===== src/sv/updown_pot_pulse_sequencer_unit_macros.svh =====
// Assertion macros for the up/down potentiometer pulse sequencer
`ifndef UPDOWN_POT_PULSE_SEQUENCER_UNIT_MACROS_SVH
`define UPDOWN_POT_PULSE_SEQUENCER_UNIT_MACROS_SVH

// expr must hold at every clock edge out of reset
`define UDPPS_ASSERT_ALWAYS(label, expr, msg) \
	label: assert property (@(posedge clk) disable iff (!arst_n) (expr)) else $error(msg);

// cons must hold whenever ante holds
`define UDPPS_ASSERT_IMPLIES(label, ante, cons, msg) \
	label: assert property (@(posedge clk) disable iff (!arst_n) (ante) |-> (cons)) \
		else $error(msg);

`endif


===== src/sv/udpps_pkg.sv =====
// Shared constants and types for the up/down potentiometer pulse sequencer
package udpps_pkg;

	localparam int MAX_POSITION = 63;
	localparam int POS_W        = 6;
	localparam int TICK_W       = 16;
	localparam int TARGET_W     = 8;
	localparam int CFG_IDX_W    = 2;
	localparam int IN_DATA_W    = 8;
	localparam int OUT_DATA_W   = 16;

	typedef logic [POS_W-1:0]     pos_t;
	typedef logic [TICK_W-1:0]    tick_t;
	typedef logic [CFG_IDX_W-1:0] cfg_idx_t;

	// highest reachable wiper position, limited by the position width
	localparam pos_t TOP_POSITION = (MAX_POSITION > 63) ? 6'd63 : POS_W'(MAX_POSITION);

	// register indexes
	localparam cfg_idx_t REG_SETUP = 2'd0;
	localparam cfg_idx_t REG_HALF  = 2'd1;
	localparam cfg_idx_t REG_HOLD  = 2'd2;

	// register reset values
	localparam tick_t SETUP_RST = 16'd5;
	localparam tick_t HALF_RST  = 16'd3;
	localparam tick_t HOLD_RST  = 16'd5;

	// input kinds
	localparam logic OP_TICK    = 1'b0;
	localparam logic OP_REQUEST = 1'b1;

endpackage


===== src/sv/updown_pot_pulse_sequencer_unit.sv =====
// Up/down potentiometer pulse sequencer: input stage, sequencer state and result register
// The input register and then the result register lie between an accepted input beat and its result beat.
// Throughput: one beat per cycle while m_axis_tready keeps up; the whole state update is a single pass of small logic.
// The result register and the input register each hold one beat, so one further input beat
// is taken while a finished result waits on m_axis_tready, then s_axis_tready drops.
// Reset (arst_n low, asynchronous): idle, CS high, UD high, position 0, timing registers 5/3/5.
module updown_pot_pulse_sequencer_unit (
	input  logic                               clk,
	input  logic                               arst_n,
	input  logic                               s_axis_tvalid,
	output logic                               s_axis_tready,
	input  logic [udpps_pkg::IN_DATA_W-1:0]    s_axis_tdata,  // [7:0] target
	input  logic                               s_axis_tuser,  // [0] op
	output logic                               m_axis_tvalid,
	input  logic                               m_axis_tready,
	// [0] cs_level, [1] ud_level, [2] busy_res, [3] rejected, [9:4] position, [15:10] zero
	output logic [udpps_pkg::OUT_DATA_W-1:0]   m_axis_tdata,
	input  logic                               cfg_we,
	input  logic [udpps_pkg::CFG_IDX_W-1:0]    cfg_index,
	input  logic [udpps_pkg::TICK_W-1:0]       cfg_data
);
	import udpps_pkg::*;

	typedef enum logic [2:0] {
		PH_IDLE,
		PH_SETUP,
		PH_HALF_A,
		PH_HALF_B,
		PH_HOLD
	} phase_t;

	// timing registers
	tick_t setup_q, half_q, hold_q;

	// input stage
	logic                valid_s1;
	logic                op_s1;
	logic [TARGET_W-1:0] target_s1;

	// sequencer state
	phase_t phase_q, phase_d;
	pos_t   pos_q, pos_d;
	pos_t   pend_q, pend_d;
	tick_t  delay_q, delay_d;
	pos_t   pulses_q, pulses_d;
	logic   up_q, up_d;
	logic   cs_q, cs_d;
	logic   ud_q, ud_d;
	logic   rej_d;

	// result register
	logic                  out_valid_q;
	logic [OUT_DATA_W-1:0] out_data_q;

	logic  advance;
	logic  done;
	tick_t delay_dec;
	pos_t  tgt;
	pos_t  pulses_dec;

	assign advance       = valid_s1 && (!out_valid_q || m_axis_tready);
	assign s_axis_tready = !valid_s1 || advance;
	assign m_axis_tvalid = out_valid_q;
	assign m_axis_tdata  = out_data_q;

	assign done       = (delay_q <= 16'd1);
	assign delay_dec  = delay_q - 16'd1;
	assign pulses_dec = pulses_q - 6'd1;
	assign tgt        = (target_s1 > TARGET_W'(TOP_POSITION)) ? TOP_POSITION
	                                                           : target_s1[POS_W-1:0];

	always_comb begin
		phase_d  = phase_q;
		pos_d    = pos_q;
		pend_d   = pend_q;
		delay_d  = delay_q;
		pulses_d = pulses_q;
		up_d     = up_q;
		cs_d     = cs_q;
		ud_d     = ud_q;
		rej_d    = 1'b0;
		if (op_s1 == OP_REQUEST) begin
			if (phase_q != PH_IDLE) begin
				rej_d = 1'b1;
			end else if (tgt != pos_q) begin
				pend_d = tgt;
				if (tgt > pos_q) begin
					up_d     = 1'b1;
					pulses_d = tgt - pos_q;
				end else begin
					up_d     = 1'b0;
					pulses_d = pos_q - tgt;
				end
				ud_d    = (tgt > pos_q);
				cs_d    = 1'b0;
				delay_d = setup_q;
				phase_d = PH_SETUP;
			end
		end else begin
			case (phase_q)
				PH_IDLE: begin
				end
				PH_SETUP: begin
					if (done) begin
						ud_d    = ~up_q;
						delay_d = half_q;
						phase_d = PH_HALF_A;
					end else begin
						delay_d = delay_dec;
					end
				end
				PH_HALF_A: begin
					if (done) begin
						ud_d    = up_q;
						delay_d = half_q;
						phase_d = PH_HALF_B;
					end else begin
						delay_d = delay_dec;
					end
				end
				PH_HALF_B: begin
					if (done) begin
						pulses_d = pulses_dec;
						if (pulses_dec != '0) begin
							ud_d    = ~up_q;
							delay_d = half_q;
							phase_d = PH_HALF_A;
						end else begin
							pos_d   = pend_q;
							delay_d = hold_q;
							phase_d = PH_HOLD;
						end
					end else begin
						delay_d = delay_dec;
					end
				end
				PH_HOLD: begin
					if (done) begin
						delay_d = '0;
						ud_d    = 1'b1;
						cs_d    = 1'b1;
						phase_d = PH_IDLE;
					end else begin
						delay_d = delay_dec;
					end
				end
				default: begin
					phase_d = PH_IDLE;
				end
			endcase
		end
	end

	always_ff @(posedge clk or negedge arst_n) begin
		if (!arst_n) begin
			setup_q     <= SETUP_RST;
			half_q      <= HALF_RST;
			hold_q      <= HOLD_RST;
			valid_s1    <= 1'b0;
			out_valid_q <= 1'b0;
			phase_q     <= PH_IDLE;
			pos_q       <= '0;
			pend_q      <= '0;
			delay_q     <= '0;
			pulses_q    <= '0;
			up_q        <= 1'b0;
			cs_q        <= 1'b1;
			ud_q        <= 1'b1;
		end else begin
			if (cfg_we) begin
				case (cfg_index)
					REG_SETUP: setup_q <= cfg_data;
					REG_HALF:  half_q  <= cfg_data;
					REG_HOLD:  hold_q  <= cfg_data;
					default: begin
					end
				endcase
			end
			if (s_axis_tready) begin
				valid_s1 <= s_axis_tvalid;
			end
			if (advance) begin
				out_valid_q <= 1'b1;
				phase_q     <= phase_d;
				pos_q       <= pos_d;
				pend_q      <= pend_d;
				delay_q     <= delay_d;
				pulses_q    <= pulses_d;
				up_q        <= up_d;
				cs_q        <= cs_d;
				ud_q        <= ud_d;
			end else if (m_axis_tready) begin
				out_valid_q <= 1'b0;
			end
		end
	end

	// payload registers
	always_ff @(posedge clk) begin
		if (s_axis_tready && s_axis_tvalid) begin
			op_s1     <= s_axis_tuser;
			target_s1 <= s_axis_tdata;
		end
		if (advance) begin
			out_data_q <= {6'd0, pos_d, rej_d, (phase_d != PH_IDLE), ud_d, cs_d};
		end
	end

`include "updown_pot_pulse_sequencer_unit_macros.svh"

	`UDPPS_ASSERT_IMPLIES(a_idle_pins, phase_q == PH_IDLE, cs_q && ud_q, "idle, pins held")
	`UDPPS_ASSERT_ALWAYS(a_cs_busy, (phase_q != PH_IDLE) == !cs_q, "cs out of step")
	`UDPPS_ASSERT_IMPLIES(a_pulses_left, phase_q == PH_HALF_A || phase_q == PH_HALF_B, pulses_q != '0, "no pulses")
	`UDPPS_ASSERT_IMPLIES(a_reject_busy, out_valid_q && out_data_q[3], out_data_q[2], "reject not busy")

endmodule


===== config.mk =====
export PLATFORM = sky130hd
export DESIGN_NAME = updown_pot_pulse_sequencer_unit
export DESIGN_NICKNAME = d
export VERILOG_FILES = /design/src/sv/udpps_pkg.sv /design/src/sv/updown_pot_pulse_sequencer_unit.sv
export VERILOG_INCLUDE_DIRS = /design/src /design/src/sv
export SDC_FILE = /design/constraint.sdc
export NUM_CORES = 1
export LEC_CHECK = 0
export ABC_AREA = 1
export BUFFER_PORTS_ARGS = -buffer_cell sky130_fd_sc_hd__buf_2
export CAP_MARGIN = 5
export CORE_ASPECT_RATIO = 2
export CORE_MARGIN = 2
export CORE_UTILIZATION = 59
export DETAILED_ROUTE_END_ITERATION = 16
export GPL_ROUTABILITY_DRIVEN = 0
export PLACE_DENSITY = 0.79
export SLEW_MARGIN = 10
export SYNTH_ARGS = -nofsm -noshare
export SYNTH_HDL_FRONTEND = slang
export SYNTH_SLANG_ARGS = --single-unit
export TNS_END_PERCENT = 5

===== constraint.sdc =====
create_clock -name clk -period 3.5 [get_ports clk]
set_input_delay 0.525 -clock clk [delete_from_list [all_inputs] [get_ports clk]]
set_output_delay 0.525 -clock clk [all_outputs]
set_load 0.05 [all_outputs]

==> impl_metrics.env, run 1 <==
export IMPL_layout_drive_gt1_share_pct=12.4
export IMPL_slowest_delay_ns=0.54
export IMPL_status="finished clean"
export IMPL_relSlewSlack_pct=26.1
export IMPL_gr_usage_all_layers_pct=28.9
export IMPL_setup_violations_final=0
export IMPL_rsz0062_at_grt="no"
export IMPL_path_cells="nor2_1, inv_1, or2_2, ha_1, nand2_1, inv_1, nand4_1, nand3_1, nor2_2, a21oi_4, inv_2, o21ai_0, o21ai_1"
export IMPL_synthCells=770
export IMPL_path_common_cell="inv_1"
export IMPL_cp_required_ns=3.77
export IMPL_slowest_stage="nor2_2"
export IMPL_htreeDepth=3
export IMPL_dr_pass1_iters=5
export IMPL_core_area_sq_mm=0.0100
export IMPL_peakVddDrop_uv=359
export IMPL_synth_ff_type="dfrtp_1"
export IMPL_ios=50
export IMPL_cts_hold_fix_buffers=0
export IMPL_drt_iter0_drc=403
export IMPL_ys_seq_elements=109
export IMPL_port_buffers=43
export IMPL_synthArstFlopShare_pct=82.6
export IMPL_tightest_slew_ns=1.10
export IMPL_synth_edff_count=19
export IMPL_timing_hold_ws_ns=0.151
export IMPL_critPathMaxFanout=20
export IMPL_arrival_ns=3.36
export IMPL_vias=5240
export IMPL_synth_area_sq_mm=0.00600
export IMPL_holdCritPathClass="in -> async"
export IMPL_finalMaxSlewViolations=0
export IMPL_yosysSeqAreaShare_pct=47.2
export IMPL_hpwl_mm=10.7
export IMPL_clk_pin_slew_ns=0.07
export IMPL_p_per_area_mw_per_mm2=776
export IMPL_antenna_left=0
export IMPL_avgSynthCellArea_sq_um=7.80
export IMPL_maxCapViolCount=0
export IMPL_crit_path_end_kind="register"
export IMPL_hold_violations=0
export IMPL_grt_pass1_wl_mm=24.5
export IMPL_die_area_sq_mm=0.0110
export IMPL_p_leak_nw=3.24
export IMPL_fill_cells=851
export IMPL_finalPower_mw=5.15
export IMPL_cts_tree="done"
export IMPL_antenna_cells=0
export IMPL_worst_setup_path_type="reg -> reg"
export IMPL_setup_tns_ns=0
export IMPL_wl_mm=14.4
export IMPL_area_growth_pct=10.6
export IMPL_grt_ovfl_total=0
export IMPL_clk_latency_ns=0.35
export IMPL_final_nets=852
export IMPL_skew_ns=0.00762
export IMPL_setup_worst_path_start_class="register"
export IMPL_yosysWarnings=0
export IMPL_route_detailed_drc=0
export IMPL_start_util_pct=59.9
export IMPL_die_w_um=75.3
export IMPL_cts_root_buf="clkbuf_16"
export IMPL_min_period_over_period_pct=88.3
export IMPL_wire_per_inst_um=15.3
export IMPL_vias_per_cell=5.56
export IMPL_cts_max_path_buffers=2
export IMPL_finalCriticalPeriod_ns=3.09
export IMPL_dieHeight_um=147
export IMPL_first_global_vias=5352
export IMPL_row_count=52
export IMPL_grt_max_degree=44
export IMPL_clock_fmax_mhz=324
export IMPL_cts_sinks=109
export IMPL_cts_buffers=9
export IMPL_ys_types=39
export IMPL_antenna_found_initial=0
[final cells by class]
cell class / count / area, sq um / area share [%]
Clock buffer: 9 / 225 / 3.39
Clock inverter: 7 / 120 / 1.81
Inverter: 100 / 375 / 5.65
Multi-Input combinational cell: 534 / 2650 / 40.0
Sequential cell: 109 / 2830 / 42.7
Tap cell: 135 / 169 / 2.54
Timing Repair Buffer: 49 / 263 / 3.96
[routing by layer]
layer  GRT usage, %  vias to the layer above  share of wire (%)
met5              0                        -                  0
met4           15.3                        0                4.8
met3           4.76                       53                3.7
met2           51.3                      174                 56
met1           30.9                     2471                 36
li1               -                     2542                  -
[what timing repair did]
item                       in CTS  in global routing
resized for setup               0                  1
setup endpoints to repair       0                 13
hold endpoints to repair        0                  0
buffers inserted                0                  0
[flip-flops by register name, indices dropped and copies added (netlist names), 6 cells and up]
name          count
pos_q             6
m_axis_tdata     10
hold_q           16
delay_q          16
target_s1         8
pulses_q          6
setup_q          16
half_q           16
pend_q            6
[worst paths after layout]
path                                      start      endpoint  slack, ns  depth (start not counted)
worst max-delay path               target_s1[6]    delay_q[2]       0.41                         13
worst min-delay path                     arst_n      pos_q[5]       0.15                          1
worst max register to register     target_s1[6]    delay_q[2]       0.41                         13
worst min register to register             ud_q          ud_q       0.48                          2
max in group asynchronous                arst_n   delay_q[14]       2.53                          2
min in group clk                s_axis_tdata[3]  target_s1[3]       0.34                          1
[cells by family after synthesis]
kind of cell    after synthesis  synth area share, %
flops                       109                 47.2
simple gates                335                 23.5
fa+ha+maj                    17                 3.79
compound gates              164                 14.7
buf+inv                     132                 9.06
xor+xnor                     12                 1.75
other cells                   1               0.0625
[cell usage in the layout, fill, tap and decap left out, drive strengths merged, types with 6 or more instances in the layout]
cell type	instances
nand2	204
o21ai	118
inv	102
dfrtp	82
nor2	77
buf	49
nand3	42
a21oi	25
edfxtp	19
ha	15
xor2	9
clkbuf	9
dfstp	8
o22ai	6
o211ai	6
conb	6
[critical path: cells and delay by family (launching register included)]
kind	cells	cell delay (ns)
compound gates	3	0.53
fa+ha+maj	1	0.36
buf+inv	3	0.41
flops	1	0.39
simple gates	6	1.29
[metrics by stage]
stage / setup slack (ns) / std cells / utilization, % / cell area, sq um
finish: 0.409 / 943 / 66.3 / 6640
global route: 0.0637 / 943 / 66.3 / 6640
CTS: 0.196 / 943 / 66.2 / 6630
detailed placement: 0.273 / 927 / 62.7 / 6290
global placement: 0.401 / 927 / 62.7 / 6290
floorplan: 1.22 / 775 / - / 6020
[Yosys cell counts (2+ instances only)]
cell type    n  area [sq um]
a21boi_1     2          15.0
a21o_1       2          15.0
a21oi_1     24           120
a31oi_1      3          18.8
buf_2        6          30.0
buf_4        9          67.6
clkbuf_1    15          56.3
dfrtp_1     82          2050
dfstp_2      8           210
edfxtp_1    19           571
fa_1         2          40.0
ha_1        15           188
inv_1       94           353
inv_2        6          22.5
nand2_1    202           758
nand2_2      2          12.5
nand3_1     41           205
nand4_1      5          31.3
nor2_1      67           251
nor2_2       6          37.5
nor2_4       3          33.8
nor3_1       3          15.0
o211ai_1     6          45.0
o21ai_0     96           480
o21ai_1     18          90.1
o21ai_2      4          35.0
o22ai_1      6          37.5
or2_2        3          18.8
xnor2_1      3          26.3
xor2_1       9          78.8
[power breakdown]
part / switching, mW / internal, mW / leakage (nW) / total [mW]
registers: 0.257 / 1.68 / 1.29 / 1.94
clock network: 0.469 / 0.703 / 0.166 / 1.17
logic: 1.38 / 0.653 / 1.78 / 2.04
total: 2.11 / 3.04 / 3.24 / 5.15
(Power assumes the default switching activity.)
==> run 2: changes to the inputs <==
clock period = 4 ns   (was 3.5 ns; I/O delays follow)
==> run 2 against run 1 <==
Net effect:
- critical path depth increased by 1
- sequential cell count is the same
- combinational power is 14% lower
- design area is 0.98% lower
- highest routed layer unchanged
==> impl_metrics.env, run 2 (synthesized netlist as in run 1, its figures left out) <==
export IMPL_status="finished clean"
export IMPL_finalMaxSlewViolations=0
export IMPL_die_w_um=75.3
export IMPL_wire_per_inst_um=15.0
export IMPL_p_clk_share_pct=21.1
export IMPL_core_area_sq_mm=0.0100
export IMPL_r2r_setup_slack_ns=1.03
export IMPL_hpwl_mm=10.3
export IMPL_skew_ns=0.00899
export IMPL_rsz0062_at_grt="no"
export IMPL_switching_share_pct=41.5
export IMPL_cp_required_ns=4.29
export IMPL_final_seq_area_sq_mm=0.00283
export IMPL_cts_tree="done"
export IMPL_route_detailed_drc=0
export IMPL_relSlewSlack_pct=27.1
export IMPL_port_buffers=43
export IMPL_die_area_sq_mm=0.0110
export IMPL_htreeDepth=3
export IMPL_crit_path_end_kind="register"
export IMPL_final_nets=849
export IMPL_p_leak_nw=3.21
export IMPL_reg2reg_depth=14
export IMPL_antenna_cells=0
export IMPL_cts_max_path_buffers=2
export IMPL_cts_sinks=109
export IMPL_finalCriticalPeriod_ns=2.97
export IMPL_finish_utilization_pct=65.6
export IMPL_r2r_start="target_s1[7]"
export IMPL_p_seq_share_pct=38.8
export IMPL_switchingPower_mw=1.82
export IMPL_critPathLaunch="target_s1[7]"
export IMPL_final_common_cell="nand2_1"
export IMPL_holdCritPathClass="in -> async"
export IMPL_fill_cells=877
export IMPL_start_util_pct=59.9
export IMPL_timing_rr_end="delay_q[3]"
export IMPL_grt_pass1_wl_mm=23.5
export IMPL_multi_input_area_sq_mm=0.00265
export IMPL_maxCapViolCount=0
export IMPL_setup_tns_ns=0
export IMPL_vias_per_cell=5.44
export IMPL_dieHeight_um=147
export IMPL_grt_ovfl_total=0
export IMPL_tightest_slew_ns=1.09
export IMPL_antenna_left=0
export IMPL_vias=5109
export IMPL_p_per_area_mw_per_mm2=665
export IMPL_dr_pass1_iters=5
export IMPL_clk_latency_ns=0.36
export IMPL_post_cts_repair_setup_buffers=0
export IMPL_min_period_over_period_pct=74.2
export IMPL_p_comb_share_pct=40.0
export IMPL_arrival_ns=3.26
export IMPL_drt_iter0_drc=390
export IMPL_antenna_found_initial=0
export IMPL_peakVddDrop_uv=449
export IMPL_clock_fmax_mhz=337
export IMPL_hold_violations=0
export IMPL_setup_violations_final=0
export IMPL_setup_worst_path_start_class="register"
export IMPL_grt_max_degree=61
export IMPL_cts_root_buf="clkbuf_16"
export IMPL_cts_buffers=9
export IMPL_gr_usage_all_layers_pct=27.3
export IMPL_ios=50
export IMPL_p_int_mw=2.56
export IMPL_most_common_layout_cells="nand2_1 (202), o21ai_0 (96), inv_1 (94), dfrtp_1 (82), nor2_1 (67)"
export IMPL_wl_mm=14.1
export IMPL_area_growth_pct=9.48
export IMPL_post_cts_resized=0
export IMPL_layout_drive_gt1_share_pct=11.9
export IMPL_crit_end="delay_q[3]"
export IMPL_clk_pin_slew_ns=0.07
export IMPL_row_count=52
export IMPL_critPathMaxFanout=15
export IMPL_finalPower_mw=4.37
export IMPL_first_global_vias=5132
export IMPL_cts_hold_fix_buffers=0
export IMPL_worst_setup_path_type="reg -> reg"
## run 2: cell count changes in the layout (fill, tap and decap cells not counted)
cell and change:
clkinv_2 -1, inv_8 +1, inv_6 -1, a21oi_2 +1
bufinv_16 -2, clkinv_4 +2, a21oi_4 -1, clkbuf_1 +1
buf_4 -3, clkbuf_8 +1, clkinvlp_4 -1
## run 2: layout make-up
type / count / area share (%)
clock buffers: 11 / 3.69
clock inverters: 5 / 1.03
inverters: 100 / 5.71
multi-input cells: 534 / 40.3
flip-flops and latches: 109 / 43.1
well taps: 135 / 2.57
repair buffers: 46 / 3.65
## run 2: routing by layer
layer | GRT usage, % | vias up | wire (um)
li1 | - | 2528 | -
met1 | 29.4 | 2380 | 5240
met2 | 48.7 | 152 | 7620
met3 | 4.14 | 49 | 537
met4 | 14.4 | 0 | 705
met5 | 0 | - | 0
## run 2: worst min-delay path by stage
stage,to,slack [ns],depth (start not counted)
after detailed placement,setup_q[4],0.47,2
final,phase_q[0],0.30,1
after global routing,valid_s1,0.38,1
after global placement,ud_q,0.46,2
after floorplan,delay_q[0],0.30,0
after CTS,phase_q[0],0.35,1
## run 2: critical path: stages, from the launching register on
cell      delay [ns]
edfxtp_1        0.36
nor2_1          0.10
inv_1           0.12
nor2_1          0.17
inv_1           0.08
ha_1            0.39
nand2_1         0.09
inv_1           0.05
nand4_1         0.12
nand3_1         0.17
nor2_2          0.51
a21oi_2         0.19
inv_2           0.23
o21ai_0         0.15
o21ai_1         0.14
## run 2: power groups by stage
stage                     sequential [mW]  clock, mW  combinational [mW]
after floorplan                      1.77          0                1.24
after global placement               1.70          0                1.66
after detailed placement             1.71          0                1.72
after CTS                            1.69      0.931                1.73
after global routing                 1.74      0.973                1.97
final                                1.70      0.923                1.75
## run 2: stage by stage
stage | instances | worst slack [ns] | cell area (sq um) | hold WS [ns]
final | 940 | 1.03 | 6570 | 0.302
after global routing | 940 | 0.678 | 6570 | 0.381
after CTS | 940 | 1.07 | 6570 | 0.355
after detailed placement | 924 | 1.10 | 6260 | 0.468
after global placement | 924 | 1.19 | 6260 | 0.458
after floorplan | 775 | 1.72 | 6020 | 0.304
